===== src/rtl/mtep_pkg.sv =====
// shared types and constants for the midi track event parser
// no dependencies; compiled first

package mtep_pkg;

  localparam int unsigned MAX_LENGTH_BYTES = 4;
  localparam int unsigned LEN_W  = 28;
  localparam int unsigned SEEN_W = 3;
  localparam int unsigned TICK_W = 32;
  localparam int unsigned TEMPO_W = 24;

  localparam logic [7:0] DATA_MASK     = 8'h7F;
  localparam logic [7:0] STATUS_MIN    = 8'h80;
  localparam logic [7:0] CHAN_MAX      = 8'hEF;
  localparam logic [7:0] SYSEX_START   = 8'hF0;
  localparam logic [7:0] SYSEX_ESCAPE  = 8'hF7;
  localparam logic [7:0] META_STATUS   = 8'hFF;
  localparam logic [7:0] META_TEMPO    = 8'h51;
  localparam logic [7:0] META_EOT      = 8'h2F;
  localparam logic [3:0] TYPE_PROGRAM  = 4'hC;
  localparam logic [3:0] TYPE_PRESSURE = 4'hD;
  localparam logic [LEN_W-1:0] TEMPO_LEN = LEN_W'(3);

  typedef enum logic [1:0] {
    KIND_CHANNEL = 2'd0,
    KIND_TEMPO   = 2'd1,
    KIND_EOT     = 2'd2,
    KIND_ERROR   = 2'd3
  } mtep_kind_t;

  typedef struct packed {
    mtep_kind_t          kind;
    logic [TICK_W-1:0]   abs_tick;
    logic [3:0]          event_type;
    logic [3:0]          channel;
    logic [7:0]          first_data;
    logic [7:0]          second_data;
    logic [TEMPO_W-1:0]  tempo_us;
  } mtep_result_t;

endpackage


===== src/rtl/mtep_in_if.sv =====
// byte channel into the parser: valid/ready handshake with one track byte
// depends on nothing

interface mtep_in_if;
  logic       valid;
  logic       ready;
  logic [7:0] data_byte;
  logic       new_track;

  modport source (output valid, output data_byte, output new_track, input ready);
  modport sink   (input valid, input data_byte, input new_track, output ready);
endinterface


===== src/rtl/mtep_out_if.sv =====
// event channel out of the parser: valid/ready handshake with one event
// depends on mtep_pkg for the kind type

interface mtep_out_if;
  logic                valid;
  logic                ready;
  mtep_pkg::mtep_kind_t kind;
  logic [31:0]         abs_tick;
  logic [3:0]          event_type;
  logic [3:0]          channel;
  logic [7:0]          first_data;
  logic [7:0]          second_data;
  logic [23:0]         tempo_us;

  modport source (output valid, output kind, output abs_tick, output event_type,
                  output channel, output first_data, output second_data,
                  output tempo_us, input ready);
  modport sink   (input valid, input kind, input abs_tick, input event_type,
                  input channel, input first_data, input second_data,
                  input tempo_us, output ready);
endinterface


===== src/rtl/mtep_core.sv =====
// parser state and single-byte step logic: delta, status, data, meta, sysex
// depends on mtep_pkg

module mtep_core (
  input  logic                  clk,
  input  logic                  rst,
  input  logic                  fire,
  input  logic [7:0]            data_byte,
  input  logic                  new_track,
  output logic                  emit,
  output mtep_pkg::mtep_result_t res
);
  import mtep_pkg::*;

  typedef enum logic [3:0] {
    PH_DELTA     = 4'd0,
    PH_STATUS    = 4'd1,
    PH_DATA1     = 4'd2,
    PH_DATA2     = 4'd3,
    PH_META_TYPE = 4'd4,
    PH_LEN       = 4'd5,
    PH_SKIP      = 4'd6,
    PH_TEMPO     = 4'd7,
    PH_DONE      = 4'd8
  } phase_t;

  phase_t              phase, phase_next, phase_eff;
  logic [LEN_W-1:0]    length_accum, length_accum_next, acc_eff;
  logic [SEEN_W-1:0]   length_bytes_seen, length_bytes_seen_next, seen_eff;
  logic [7:0]          running_status, running_status_next, rs_eff;
  logic [7:0]          current_status, current_status_next, cs_eff;
  logic [7:0]          held_data, held_data_next, held_eff;
  logic [7:0]          meta_kind, meta_kind_next, mk_eff;
  logic [LEN_W-1:0]    bytes_to_skip, bytes_to_skip_next, skip_eff;
  logic [TEMPO_W-1:0]  tempo_accum, tempo_accum_next, tempo_eff;
  logic [TICK_W-1:0]   tick_count, tick_count_next, tick_eff;

  logic [LEN_W-1:0]    acc_base, acc_upd, skip_dec;
  logic [SEEN_W-1:0]   seen_base, seen_upd;
  logic                len_done, len_over;
  logic [7:0]          cs_sel;

  // new_track applies the cleared state before the byte is taken
  always_comb begin
    if (new_track) begin
      phase_eff = PH_DELTA;
      acc_eff   = '0;
      seen_eff  = '0;
      rs_eff    = '0;
      cs_eff    = '0;
      held_eff  = '0;
      mk_eff    = '0;
      skip_eff  = '0;
      tempo_eff = '0;
      tick_eff  = '0;
    end else begin
      phase_eff = phase;
      acc_eff   = length_accum;
      seen_eff  = length_bytes_seen;
      rs_eff    = running_status;
      cs_eff    = current_status;
      held_eff  = held_data;
      mk_eff    = meta_kind;
      skip_eff  = bytes_to_skip;
      tempo_eff = tempo_accum;
      tick_eff  = tick_count;
    end
  end

  // variable-length quantity byte
  always_comb begin
    if (phase_eff == PH_LEN || phase_eff == PH_DELTA) begin
      acc_base  = acc_eff;
      seen_base = seen_eff;
    end else begin
      acc_base  = '0;
      seen_base = '0;
    end
    acc_upd  = {acc_base[LEN_W-8:0], data_byte[6:0]};
    seen_upd = seen_base + SEEN_W'(1);
    len_done = !data_byte[7];
    len_over = data_byte[7] && (seen_upd >= SEEN_W'(MAX_LENGTH_BYTES));
    skip_dec = skip_eff - LEN_W'(1);
  end

  always_comb begin
    phase_next             = phase_eff;
    length_accum_next      = acc_eff;
    length_bytes_seen_next = seen_eff;
    running_status_next    = rs_eff;
    current_status_next    = cs_eff;
    held_data_next         = held_eff;
    meta_kind_next         = mk_eff;
    bytes_to_skip_next     = skip_eff;
    tempo_accum_next       = tempo_eff;
    tick_count_next        = tick_eff;
    emit                   = 1'b0;
    cs_sel                 = cs_eff;
    res                    = '0;
    res.abs_tick           = tick_eff;

    case (phase_eff)
      PH_STATUS: begin
        if (data_byte < STATUS_MIN) begin
          if (rs_eff == '0) begin
            phase_next = PH_DONE;
            emit       = 1'b1;
            res.kind   = KIND_ERROR;
          end else begin
            cs_sel              = rs_eff;
            current_status_next = rs_eff;
            if (cs_sel[7:4] == TYPE_PROGRAM || cs_sel[7:4] == TYPE_PRESSURE) begin
              phase_next             = PH_DELTA;
              length_accum_next      = '0;
              length_bytes_seen_next = '0;
              emit                   = 1'b1;
              res.kind               = KIND_CHANNEL;
              res.event_type         = cs_sel[7:4];
              res.channel            = cs_sel[3:0];
              res.first_data         = data_byte;
            end else begin
              held_data_next = data_byte;
              phase_next     = PH_DATA2;
            end
          end
        end else begin
          current_status_next = data_byte;
          if (data_byte <= CHAN_MAX) begin
            running_status_next = data_byte;
            phase_next          = PH_DATA1;
          end else begin
            running_status_next = '0;
            if (data_byte == META_STATUS) begin
              phase_next = PH_META_TYPE;
            end else begin
              length_accum_next      = '0;
              length_bytes_seen_next = '0;
              if (data_byte == SYSEX_START || data_byte == SYSEX_ESCAPE) begin
                phase_next = PH_LEN;
              end else begin
                phase_next = PH_DELTA;
              end
            end
          end
        end
      end
      PH_DATA1: begin
        if (cs_eff[7:4] == TYPE_PROGRAM || cs_eff[7:4] == TYPE_PRESSURE) begin
          phase_next             = PH_DELTA;
          length_accum_next      = '0;
          length_bytes_seen_next = '0;
          emit                   = 1'b1;
          res.kind               = KIND_CHANNEL;
          res.event_type         = cs_eff[7:4];
          res.channel            = cs_eff[3:0];
          res.first_data         = data_byte;
        end else begin
          held_data_next = data_byte;
          phase_next     = PH_DATA2;
        end
      end
      PH_DATA2: begin
        phase_next             = PH_DELTA;
        length_accum_next      = '0;
        length_bytes_seen_next = '0;
        emit                   = 1'b1;
        res.kind               = KIND_CHANNEL;
        res.event_type         = cs_eff[7:4];
        res.channel            = cs_eff[3:0];
        res.first_data         = held_eff;
        res.second_data        = data_byte;
      end
      PH_META_TYPE: begin
        meta_kind_next         = data_byte;
        phase_next             = PH_LEN;
        length_accum_next      = '0;
        length_bytes_seen_next = '0;
      end
      PH_LEN: begin
        length_accum_next      = acc_upd;
        length_bytes_seen_next = seen_upd;
        if (len_done) begin
          if (cs_eff == META_STATUS && mk_eff == META_EOT) begin
            phase_next = PH_DONE;
            emit       = 1'b1;
            res.kind   = KIND_EOT;
          end else if (cs_eff == META_STATUS && mk_eff == META_TEMPO &&
                       acc_upd == TEMPO_LEN) begin
            bytes_to_skip_next = TEMPO_LEN;
            tempo_accum_next   = '0;
            phase_next         = PH_TEMPO;
          end else if (acc_upd == '0) begin
            phase_next             = PH_DELTA;
            length_accum_next      = '0;
            length_bytes_seen_next = '0;
          end else begin
            bytes_to_skip_next = acc_upd;
            phase_next         = PH_SKIP;
          end
        end else if (len_over) begin
          phase_next = PH_DONE;
          emit       = 1'b1;
          res.kind   = KIND_ERROR;
        end
      end
      PH_SKIP: begin
        bytes_to_skip_next = skip_dec;
        if (skip_dec == '0) begin
          phase_next             = PH_DELTA;
          length_accum_next      = '0;
          length_bytes_seen_next = '0;
        end
      end
      PH_TEMPO: begin
        tempo_accum_next   = {tempo_eff[TEMPO_W-9:0], data_byte};
        bytes_to_skip_next = skip_dec;
        if (skip_dec == '0) begin
          phase_next             = PH_DELTA;
          length_accum_next      = '0;
          length_bytes_seen_next = '0;
          emit                   = 1'b1;
          res.kind               = KIND_TEMPO;
          res.tempo_us           = {tempo_eff[TEMPO_W-9:0], data_byte};
        end
      end
      PH_DONE: begin
        phase_next = PH_DONE;
      end
      default: begin
        // delta time, and any unused phase code
        phase_next             = PH_DELTA;
        length_accum_next      = acc_upd;
        length_bytes_seen_next = seen_upd;
        if (len_done) begin
          tick_count_next = tick_eff + TICK_W'(acc_upd);
          phase_next      = PH_STATUS;
        end else if (len_over) begin
          phase_next = PH_DONE;
          emit       = 1'b1;
          res.kind   = KIND_ERROR;
        end
      end
    endcase
  end

  always_ff @(posedge clk) begin
    if (rst) begin
      phase             <= PH_DELTA;
      length_accum      <= '0;
      length_bytes_seen <= '0;
      running_status    <= '0;
      current_status    <= '0;
      held_data         <= '0;
      meta_kind         <= '0;
      bytes_to_skip     <= '0;
      tempo_accum       <= '0;
      tick_count        <= '0;
    end else if (fire) begin
      phase             <= phase_next;
      length_accum      <= length_accum_next;
      length_bytes_seen <= length_bytes_seen_next;
      running_status    <= running_status_next;
      current_status    <= current_status_next;
      held_data         <= held_data_next;
      meta_kind         <= meta_kind_next;
      bytes_to_skip     <= bytes_to_skip_next;
      tempo_accum       <= tempo_accum_next;
      tick_count        <= tick_count_next;
    end
  end

endmodule


===== src/rtl/midi_track_event_parser.sv =====
// top level: input byte register, parser core, event output register
// depends on mtep_pkg, mtep_in_if, mtep_out_if, mtep_core
//
//   channel  dir  beat                                     width
//   track    in   data_byte, new_track                     9
//   result   out  kind, abs_tick, event_type, channel,     82
//                 first_data, second_data, tempo_us
//
// one byte per cycle while result.ready is high, via the byte and result registers.
// the byte register feeds the core, which updates state and loads the result register
// in the same cycle; the result register holds while result.ready is low, and the
// byte register then holds one more byte before track.ready drops.
// rst is synchronous and clears both valid flags and all parser state.

module midi_track_event_parser (
  input logic        clk,
  input logic        rst,
  mtep_in_if.sink    track,
  mtep_out_if.source result
);
  import mtep_pkg::*;

  logic         in_valid_q;
  logic [7:0]   in_byte_q;
  logic         in_new_q;
  logic         res_valid_q;
  mtep_result_t res_q;
  mtep_result_t core_res;
  logic         core_emit;
  logic         fire;

  assign fire        = in_valid_q && (!res_valid_q || result.ready);
  assign track.ready = !in_valid_q || fire;

  mtep_core u_core (
    .clk       (clk),
    .rst       (rst),
    .fire      (fire),
    .data_byte (in_byte_q),
    .new_track (in_new_q),
    .emit      (core_emit),
    .res       (core_res)
  );

  always_ff @(posedge clk) begin
    if (rst) begin
      in_valid_q <= 1'b0;
    end else if (track.valid && track.ready) begin
      in_valid_q <= 1'b1;
    end else if (fire) begin
      in_valid_q <= 1'b0;
    end
  end

  always_ff @(posedge clk) begin
    if (track.valid && track.ready) begin
      in_byte_q <= track.data_byte;
      in_new_q  <= track.new_track;
    end
  end

  always_ff @(posedge clk) begin
    if (rst) begin
      res_valid_q <= 1'b0;
    end else if (fire && core_emit) begin
      res_valid_q <= 1'b1;
    end else if (result.ready) begin
      res_valid_q <= 1'b0;
    end
  end

  always_ff @(posedge clk) begin
    if (fire && core_emit) begin
      res_q <= core_res;
    end
  end

  assign result.valid       = res_valid_q;
  assign result.kind        = res_q.kind;
  assign result.abs_tick    = res_q.abs_tick;
  assign result.event_type  = res_q.event_type;
  assign result.channel     = res_q.channel;
  assign result.first_data  = res_q.first_data;
  assign result.second_data = res_q.second_data;
  assign result.tempo_us    = res_q.tempo_us;

endmodule


===== src/flat_wrapper.sv =====
// flat-port wrapper written by rule: the top's interface ports become plain ports
module midi_track_event_parser_flat import mtep_pkg::*;
  (clk, rst, track_valid, track_data_byte, track_new_track, track_ready, result_valid, result_kind, result_abs_tick, result_event_type, result_channel, result_first_data, result_second_data, result_tempo_us, result_ready);
  mtep_in_if track_i ();
  mtep_out_if result_i ();
  input logic clk;
  input logic rst;
  input wire logic [$bits(track_i.valid)-1:0] track_valid;
  input wire logic [$bits(track_i.data_byte)-1:0] track_data_byte;
  input wire logic [$bits(track_i.new_track)-1:0] track_new_track;
  output wire logic [$bits(track_i.ready)-1:0] track_ready;
  output wire logic [$bits(result_i.valid)-1:0] result_valid;
  output wire logic [$bits(result_i.kind)-1:0] result_kind;
  output wire logic [$bits(result_i.abs_tick)-1:0] result_abs_tick;
  output wire logic [$bits(result_i.event_type)-1:0] result_event_type;
  output wire logic [$bits(result_i.channel)-1:0] result_channel;
  output wire logic [$bits(result_i.first_data)-1:0] result_first_data;
  output wire logic [$bits(result_i.second_data)-1:0] result_second_data;
  output wire logic [$bits(result_i.tempo_us)-1:0] result_tempo_us;
  input wire logic [$bits(result_i.ready)-1:0] result_ready;
  assign track_i.valid = track_valid;
  assign track_i.data_byte = track_data_byte;
  assign track_i.new_track = track_new_track;
  assign track_ready = track_i.ready;
  assign result_valid = result_i.valid;
  assign result_kind = result_i.kind;
  assign result_abs_tick = result_i.abs_tick;
  assign result_event_type = result_i.event_type;
  assign result_channel = result_i.channel;
  assign result_first_data = result_i.first_data;
  assign result_second_data = result_i.second_data;
  assign result_tempo_us = result_i.tempo_us;
  assign result_i.ready = result_ready;
  midi_track_event_parser u_core (.clk(clk), .rst(rst), .track(track_i), .result(result_i));
endmodule

===== config.mk =====
export PLATFORM = sky130hd
export DESIGN_NAME = midi_track_event_parser_flat
export DESIGN_NICKNAME = d
export VERILOG_FILES = /design/src/rtl/mtep_pkg.sv /design/src/rtl/mtep_in_if.sv /design/src/rtl/mtep_out_if.sv /design/src/rtl/mtep_core.sv /design/src/rtl/midi_track_event_parser.sv /design/src/flat_wrapper.sv
export SDC_FILE = /design/constraint.sdc
export NUM_CORES = 1
export LEC_CHECK = 0
export BUFFER_PORTS_ARGS = -buffer_cell sky130_fd_sc_hd__buf_2
export CAP_MARGIN = 20
export CORE_ASPECT_RATIO = 0.75
export CORE_MARGIN = 2
export CORE_UTILIZATION = 30
export DETAILED_ROUTE_END_ITERATION = 7
export PLACE_DENSITY = 0.49
export SYNTH_ARGS = -nofsm -noshare
export SYNTH_HDL_FRONTEND = slang
export SYNTH_HIERARCHICAL = 1
export SYNTH_SLANG_ARGS = --single-unit

===== constraint.sdc =====
create_clock -name clk -period 14 [get_ports clk]
set_input_delay 0.7 -clock clk [delete_from_list [all_inputs] [get_ports clk]]
set_output_delay 0.7 -clock clk [all_outputs]
set_load 0.005 [all_outputs]

==> results.cfg, run 1 <==
[finish]
regArea_um2 = 5500
finish.net_count = 1420
nFillCells = 4086
layout.cells.most_common_list = sky130_fd_sc_hd__dfxtp_1 (138), sky130_fd_sc_hd__nor2_1 (124), sky130_fd_sc_hd__nand2_1 (103)
syn2layout_area_growth_pct = 15.8
multiInputGateArea_um2 = 6220
utilization_pct = 35.4
mostFrequentLayoutCell = sky130_fd_sc_hd__dfxtp_1
post_route_cells_drive_above_1_share_pct = 14.5
num_antenna_cells = 0

[global_routing]
gr-usage-all-layers_pct = 17.3
grt_start_max_net_pins = 63
first_global_vias = 9602
grt_pass1_wl_um = 57700
grt_overflow = 0
antenna_violations_before_repair = 0

[drt]
drt-initial-drc-count = 995
antenna_left = 0
avgRoutedWirePerCell_um = 19.6
viasPerCell = 5.48
wirelength_um = 37600
post-route-drc-count = 0
routed-via-count = 10500
drt_pass1_iterations = 5

[die]
placeableCoreArea_um2 = 39700
die_height_um = 178
ioPinCount = 97
die_w_um = 236
dieArea_um2 = 42100
number_of_rows_in_the_core_area = 63
initial_core_util_pct = 30.5

[clock_network]
cts_setup_buffers = 0
htree_num_levels = 1
post_cts_resize_count = 0
tritoncts_num_sinks = 229
clk_transition_reported_paths_ns = 0.07
tritoncts = yes
clk_path_buf_depth = 3
number_of_buffers_added_by_the_clock_tree_synthesis_step = 27
postCtsHoldBufs = 0
clock_latency_on_the_worst_skew_pair_ns = 0.56
root_buffer = sky130_fd_sc_hd__clkbuf_16

[sta]
holdWs_ns = 0.322
layout_min_cycle_time_ns = 6.28
timing_max_transition_violations_final = 0
finalSetupViolCount = 0
final-hold-violation-count = 0
rsz0062_at_grt = false
final.setup_skew_ns = 0.0161
timing_worst_slew_pin_value_ns = 1.14
max_freq_mhz = 159
final_min_period_over_clock_period_pct = 44.9
worst_slew_margin_rel_pct = 23.3
fin_tns_setup_ns = 0

[worst_hold_path]
hold_path_class = in -> reg
min_delay_path_depth = 1
worst_hold_startpoint = track_data_byte[0]
endpoint_of_the_worst_hold_timing_path = u_core/in_byte_q[0]$_DFFE_PP_

[critical_path]
worstRegToRegCells = 13
critical_path_required_ns = 14.18
timing.rr.end = u_core/result.abs_tick[31]$_DFFE_PP_
worstSetupStartpointType = register
arrival_time_of_data_at_the_critical_path_endpoint_ns = 6.46
criticalPathCategory = reg -> reg
r2r_slack_ns = 7.72
critical_path.reg2reg.startpoint = u_core/in_new_q$_DFFE_PP_
end_kind = register
crit_path_max_fanout = 51

[power]
vdd_drop_max_uv = 82.8
p_leak_nw = 5.42
cellPowerDensity_nw_per_um2 = 112

[run]
maxCapViolCount = 0

[synth]
synth_nets = 1357
number_of_flops_mapped_to_enable_cells_by_yosys = 91
synthesized_area_um2 = 12100
synth_seq_cells = 229
async_reset_ff_share_pct = 0
syn_area_per_cell_um2 = 9.25
ys_warn_count = 6
yosysSeqAreaShare_pct = 45.3
cell_count_after_synthesis = 1312
synth_ff_type = sky130_fd_sc_hd__dfxtp_1
netlist-cell-type-count = 84

[placed_design]
hpwl_um = 25500
place.gp.congestion = 0.875
place.port_buffers = 96

[outcome]
run_status = completed
[cell type report]
class	count	share of cell area (%)
multi-input cells	973	44.2
flip-flops and latches	229	39.1
clock buffers	41	5.76
repair buffers	120	4.68
well taps	520	4.63
clock inverters	9	0.961
inverters	24	0.641
[report_power, final]
part           total (mW)  switching, mW  internal [mW]
clock               0.746          0.291          0.455
combinational       0.126         0.0871         0.0391
sequential          0.707        0.00998          0.697
total                1.58          0.388           1.19
[per-layer routing]
metal,track usage (%),share of wire (%),up-vias
li1,-,-,5049
met2,25.0,42,295
met3,3.14,6.0,46
met5,0,0,-
met4,3.61,1.7,0
met1,26.4,51,5118
[registers in the layout, indices dropped and copies added, names as in the netlist]
name                             flops
u_core/in_byte_q                     8
u_core/in_new_q                      1
u_core/in_valid_q                    1
u_core/result.abs_tick              32
u_core/result.channel                4
u_core/result.event_type             4
u_core/result.first_data             8
u_core/result.kind                   2
u_core/result.second_data            8
u_core/result.tempo_us              24
u_core/result.valid                  1
u_core/u_core/bytes_to_skip         28
u_core/u_core/current_status         8
u_core/u_core/held_data              8
u_core/u_core/length_accum          21
u_core/u_core/length_bytes_seen      3
u_core/u_core/meta_kind              8
u_core/u_core/phase                  4
u_core/u_core/running_status         8
u_core/u_core/tempo_accum           16
u_core/u_core/tick_count            32
[through the flow]
| stage | cells | worst slack, ns | area [um2] | power [mW] |
|---|---|---|---|---|
| after detailed placement | 1864 | 7.82 | 13100 | 0.844 |
| final | 1916 | 7.72 | 14100 | 1.58 |
| after global routing | 1916 | 7.24 | 14100 | 1.64 |
| after global placement | 1863 | 7.95 | 13100 | 0.844 |
| after floorplan | 1312 | 6.66 | 12100 | 0.805 |
| after CTS | 1914 | 7.77 | 14000 | 1.60 |
[critical path: stages (launching register included)]
cell and delay, ns:
sky130_fd_sc_hd__edfxtp_1 1.01, sky130_fd_sc_hd__inv_1 0.38, sky130_fd_sc_hd__nand2_1 0.25, sky130_fd_sc_hd__ha_1 0.81
sky130_fd_sc_hd__and3b_1 0.32, sky130_fd_sc_hd__o2111ai_1 0.15, sky130_fd_sc_hd__nor4_1 0.30, sky130_fd_sc_hd__and4b_1 0.30
sky130_fd_sc_hd__nand4b_4 0.19, sky130_fd_sc_hd__nor2_4 0.39, sky130_fd_sc_hd__or4_1 0.20, sky130_fd_sc_hd__nand2_1 0.10
sky130_fd_sc_hd__nor2b_4 0.74, sky130_fd_sc_hd__buf_4 0.66
[cells in the mapped netlist (5+ instances only)]
cell / instances / area, um2
sky130_fd_sc_hd__a21o_1: 13 / 97.6
sky130_fd_sc_hd__edfxtp_1: 91 / 2730
sky130_fd_sc_hd__nor2_1: 124 / 465
sky130_fd_sc_hd__ha_1: 31 / 388
sky130_fd_sc_hd__a21oi_1: 55 / 275
sky130_fd_sc_hd__nor2b_1: 42 / 263
sky130_fd_sc_hd__a22oi_1: 42 / 315
sky130_fd_sc_hd__nor3b_1: 10 / 75.1
sky130_fd_sc_hd__o31ai_1: 10 / 75.1
sky130_fd_sc_hd__nand2b_1: 10 / 62.6
sky130_fd_sc_hd__and3_1: 17 / 106
sky130_fd_sc_hd__mux2i_1: 6 / 60.1
sky130_fd_sc_hd__o221ai_1: 5 / 43.8
sky130_fd_sc_hd__or3_1: 9 / 56.3
sky130_fd_sc_hd__xor2_1: 10 / 87.6
sky130_fd_sc_hd__o211ai_1: 7 / 52.6
sky130_fd_sc_hd__xnor2_1: 13 / 114
sky130_fd_sc_hd__or4_1: 7 / 52.6
sky130_fd_sc_hd__a221oi_1: 6 / 52.6
sky130_fd_sc_hd__a211oi_1: 9 / 67.6
sky130_fd_sc_hd__mux2_2: 10 / 113
sky130_fd_sc_hd__a311oi_1: 11 / 96.3
sky130_fd_sc_hd__nor4_1: 21 / 131
sky130_fd_sc_hd__dfxtp_1: 138 / 2760
sky130_fd_sc_hd__clkbuf_1: 76 / 285
sky130_fd_sc_hd__o21a_1: 5 / 37.5
sky130_fd_sc_hd__and2_1: 64 / 400
sky130_fd_sc_hd__nor3_1: 42 / 210
sky130_fd_sc_hd__a22o_1: 53 / 464
sky130_fd_sc_hd__o21bai_1: 5 / 37.5
sky130_fd_sc_hd__or2_2: 13 / 81.3
sky130_fd_sc_hd__o31a_1: 7 / 61.3
sky130_fd_sc_hd__inv_1: 23 / 86.3
sky130_fd_sc_hd__nand3b_1: 6 / 45.0
sky130_fd_sc_hd__nand2_1: 103 / 387
sky130_fd_sc_hd__nand3_1: 23 / 115
sky130_fd_sc_hd__o21ai_0: 79 / 395
sky130_fd_sc_hd__nand4_1: 18 / 113
sky130_fd_sc_hd__a31oi_1: 15 / 93.8
[cells by family after synthesis]
| family | count (synthesis) | share of synthesized area [%] |
|---|---|---|
| XOR/XNOR | 23 | 1.66 |
| buffers and inverters | 110 | 3.70 |
| AND/OR/NAND/NOR | 531 | 23.1 |
| multiplexers | 16 | 1.42 |
| adder cells (fa/ha/maj) | 32 | 3.36 |
| flip-flops | 229 | 45.3 |
| AO/OA/AOI/OAI | 371 | 21.5 |
[worst max path at each step]
stage	cells past startpoint	slack, ns	startpoint	endpoint
2_1_floorplan	16	6.66	u_core/in_new_q$_DFFE_PP_	u_core/result.abs_tick[0]$_DFFE_PP_
3_3_place_gp	13	7.95	u_core/in_new_q$_DFFE_PP_	u_core/result.abs_tick[28]$_DFFE_PP_
3_5_place_dp	13	7.82	u_core/in_new_q$_DFFE_PP_	u_core/result.abs_tick[28]$_DFFE_PP_
4_1_cts	13	7.77	u_core/in_new_q$_DFFE_PP_	u_core/result.abs_tick[31]$_DFFE_PP_
5_1_grt	13	7.24	u_core/in_new_q$_DFFE_PP_	u_core/result.abs_tick[31]$_DFFE_PP_
6_report	13	7.72	u_core/in_new_q$_DFFE_PP_	u_core/result.abs_tick[31]$_DFFE_PP_
Power figures use the tool's default switching activity.
==> run 2, diff against run 1 <==
clock period = 5.8 ns   (was 14 ns; I/O delays follow)
==> run 2 against run 1 <==
  * Core utilization is 0.16 points higher
  * Final cell count is 0.52% higher
  * Via count stayed put
  * Total power is 140% higher
  * Critical path type unchanged
  * Largest cell class unchanged
==> results.cfg, run 2 (synthesis gave the netlist of run 1 again) <==
[clock_network]
root_buffer = sky130_fd_sc_hd__clkbuf_16
cts_setup_buffers = 0
htree_num_levels = 1
tritoncts = yes
number_of_buffers_added_by_the_clock_tree_synthesis_step = 26
clk_transition_reported_paths_ns = 0.06
tritoncts_num_sinks = 229
clock_latency_on_the_worst_skew_pair_ns = 0.55
post_cts_resize_count = 0
clk_path_buf_depth = 3

[placed_design]
hpwl_um = 25600
dp_cells = 1866
place.port_buffers = 96
place.gp.congestion = 0.895
detailed_place.area_um2 = 13100

[die]
dieArea_um2 = 42100
ioPinCount = 97
die_w_um = 236
number_of_rows_in_the_core_area = 63
initial_core_util_pct = 30.5
placeableCoreArea_um2 = 39700
die_height_um = 178

[global_routing]
gr-usage-all-layers_pct = 17.4
grt_overflow = 0
grt_start_max_net_pins = 53
antenna_violations_before_repair = 0
grt_pass1_wl_um = 58100
first_global_vias = 9779

[finish]
num_antenna_cells = 0
utilization_pct = 35.5
mostFrequentLayoutCell = sky130_fd_sc_hd__dfxtp_1
post_layout_nonfiller_instances = 1926
finish.net_count = 1431
layout.cells.most_common_list = sky130_fd_sc_hd__dfxtp_1 (138), sky130_fd_sc_hd__nor2_1 (124), sky130_fd_sc_hd__nand2_1 (103)
design_area_um2 = 14100
post_route_cells_drive_above_1_share_pct = 14.5
syn2layout_area_growth_pct = 16.3

[critical_path]
worstSetupStartpointType = register
end_kind = register
criticalPathCategory = reg -> reg
crit_path_max_fanout = 49
critPathBufInv = 1
crit_family = simple AND/OR/NAND/NOR gates
r2r_slack_ns = 1.36
series_of_cell_instances_along_the_critical_path = or4_4 > or4_4 > or2_1 > o31ai_4 > and4b_1 > nand4b_4 > nor2_4 > or4_1 > nand2_1 > nor2b_4 > buf_4
library_cell_contributing_the_largest_single_delay_on_the_critical_path = sky130_fd_sc_hd__or4_4
crit_top_cell = sky130_fd_sc_hd__or4_4
arrival_time_of_data_at_the_critical_path_endpoint_ns = 4.61
critical-path-max-stage-delay_ns = 0.62
critical_path_required_ns = 5.97

[sta]
final.setup_skew_ns = 0.0134
final_min_period_over_clock_period_pct = 76.5
max_freq_mhz = 225
final-hold-violation-count = 0
timing_worst_slew_pin_value_ns = 1.09
rsz0062_at_grt = false
finalSetupViolCount = 0
fin_tns_setup_ns = 0
layout_min_cycle_time_ns = 4.44
worst_slew_margin_rel_pct = 26.8
timing_max_transition_violations_final = 0

[drt]
avgRoutedWirePerCell_um = 19.6
drt-initial-drc-count = 1041
routed-via-count = 10500
post-route-drc-count = 0
wirelength_um = 37800
viasPerCell = 5.46
drt_pass1_iterations = 5
antenna_left = 0

[worst_hold_path]
hold_path_class = in -> reg

[power]
vdd_drop_max_uv = 202
p_leak_nw = 5.44
cellPowerDensity_nw_per_um2 = 265

[outcome]
run_status = completed

[run]
maxCapViolCount = 0
## run 2: layout make-up
type / count / area (um2)
multi-input combinational: 973 / 6220
timing repair buffer: 132 / 776
tap: 520 / 651
fill: 4070 / 25600
clock buffer: 38 / 767
inverter: 24 / 90.1
sequential: 229 / 5500
clock inverter: 10 / 123
## run 2: worst register-to-register path, stage by stage (launching register included)
cell	delay, ns
sky130_fd_sc_hd__dfxtp_1	0.40
sky130_fd_sc_hd__or4_4	0.62
sky130_fd_sc_hd__or4_4	0.46
sky130_fd_sc_hd__or2_1	0.40
sky130_fd_sc_hd__o31ai_4	0.30
sky130_fd_sc_hd__and4b_1	0.29
sky130_fd_sc_hd__nand4b_4	0.18
sky130_fd_sc_hd__nor2_4	0.40
sky130_fd_sc_hd__or4_1	0.21
sky130_fd_sc_hd__nand2_1	0.10
sky130_fd_sc_hd__nor2b_4	0.13
sky130_fd_sc_hd__buf_4	0.52
## run 2: report_power, final
group	total (mW)	switching [mW]	internal (mW)
clock network	1.71	0.702	1.01
registers	1.71	0.0243	1.68
logic	0.315	0.214	0.101
total	3.74	0.940	2.79
## run 2: final timing paths
kind                                                start                                   endpoint  cells after the start
max          u_core/u_core/bytes_to_skip[12]$_SDFFE_PP0P_       u_core/result.abs_tick[30]$_DFFE_PP_                     11
min                                          result_ready             u_core/in_valid_q$_SDFFE_PP0P_                      3
max reg2reg  u_core/u_core/bytes_to_skip[12]$_SDFFE_PP0P_       u_core/result.abs_tick[30]$_DFFE_PP_                     11
min reg2reg     u_core/u_core/tick_count[17]$_SDFFE_PP0P_  u_core/u_core/tick_count[17]$_SDFFE_PP0P_                      2
## run 2: stage by stage
| step | setup slack (ns) | power [mW] | hold WS (ns) |
|---|---|---|---|
| 2_1_floorplan | 0.0580 | 1.94 | 0.359 |
| 3_3_place_gp | 1.49 | 2.04 | 0.427 |
| 3_5_place_dp | 1.33 | 2.04 | 0.434 |
| 4_1_cts | 1.32 | 3.77 | 0.0342 |
| 5_1_grt | 0.952 | 3.87 | 0.0650 |
| 6_report | 1.36 | 3.74 | 0.0613 |
## run 2: routing by layer
| metal | global-route usage, % | up-vias | part of all wire, % |
|---|---|---|---|
| li1 | - | 5072 | - |
| met1 | 26.6 | 5052 | 50 |
| met2 | 25.5 | 349 | 41 |
| met3 | 3.22 | 33 | 6.6 |
| met4 | 3.01 | 2 | 1.5 |
| met5 | 1.05 | - | 0.15 |
## run 2: timing repair
action,in CTS,in global routing
hold buffers,10,0
setup endpoints to repair,0,0
hold endpoints to repair,10,0
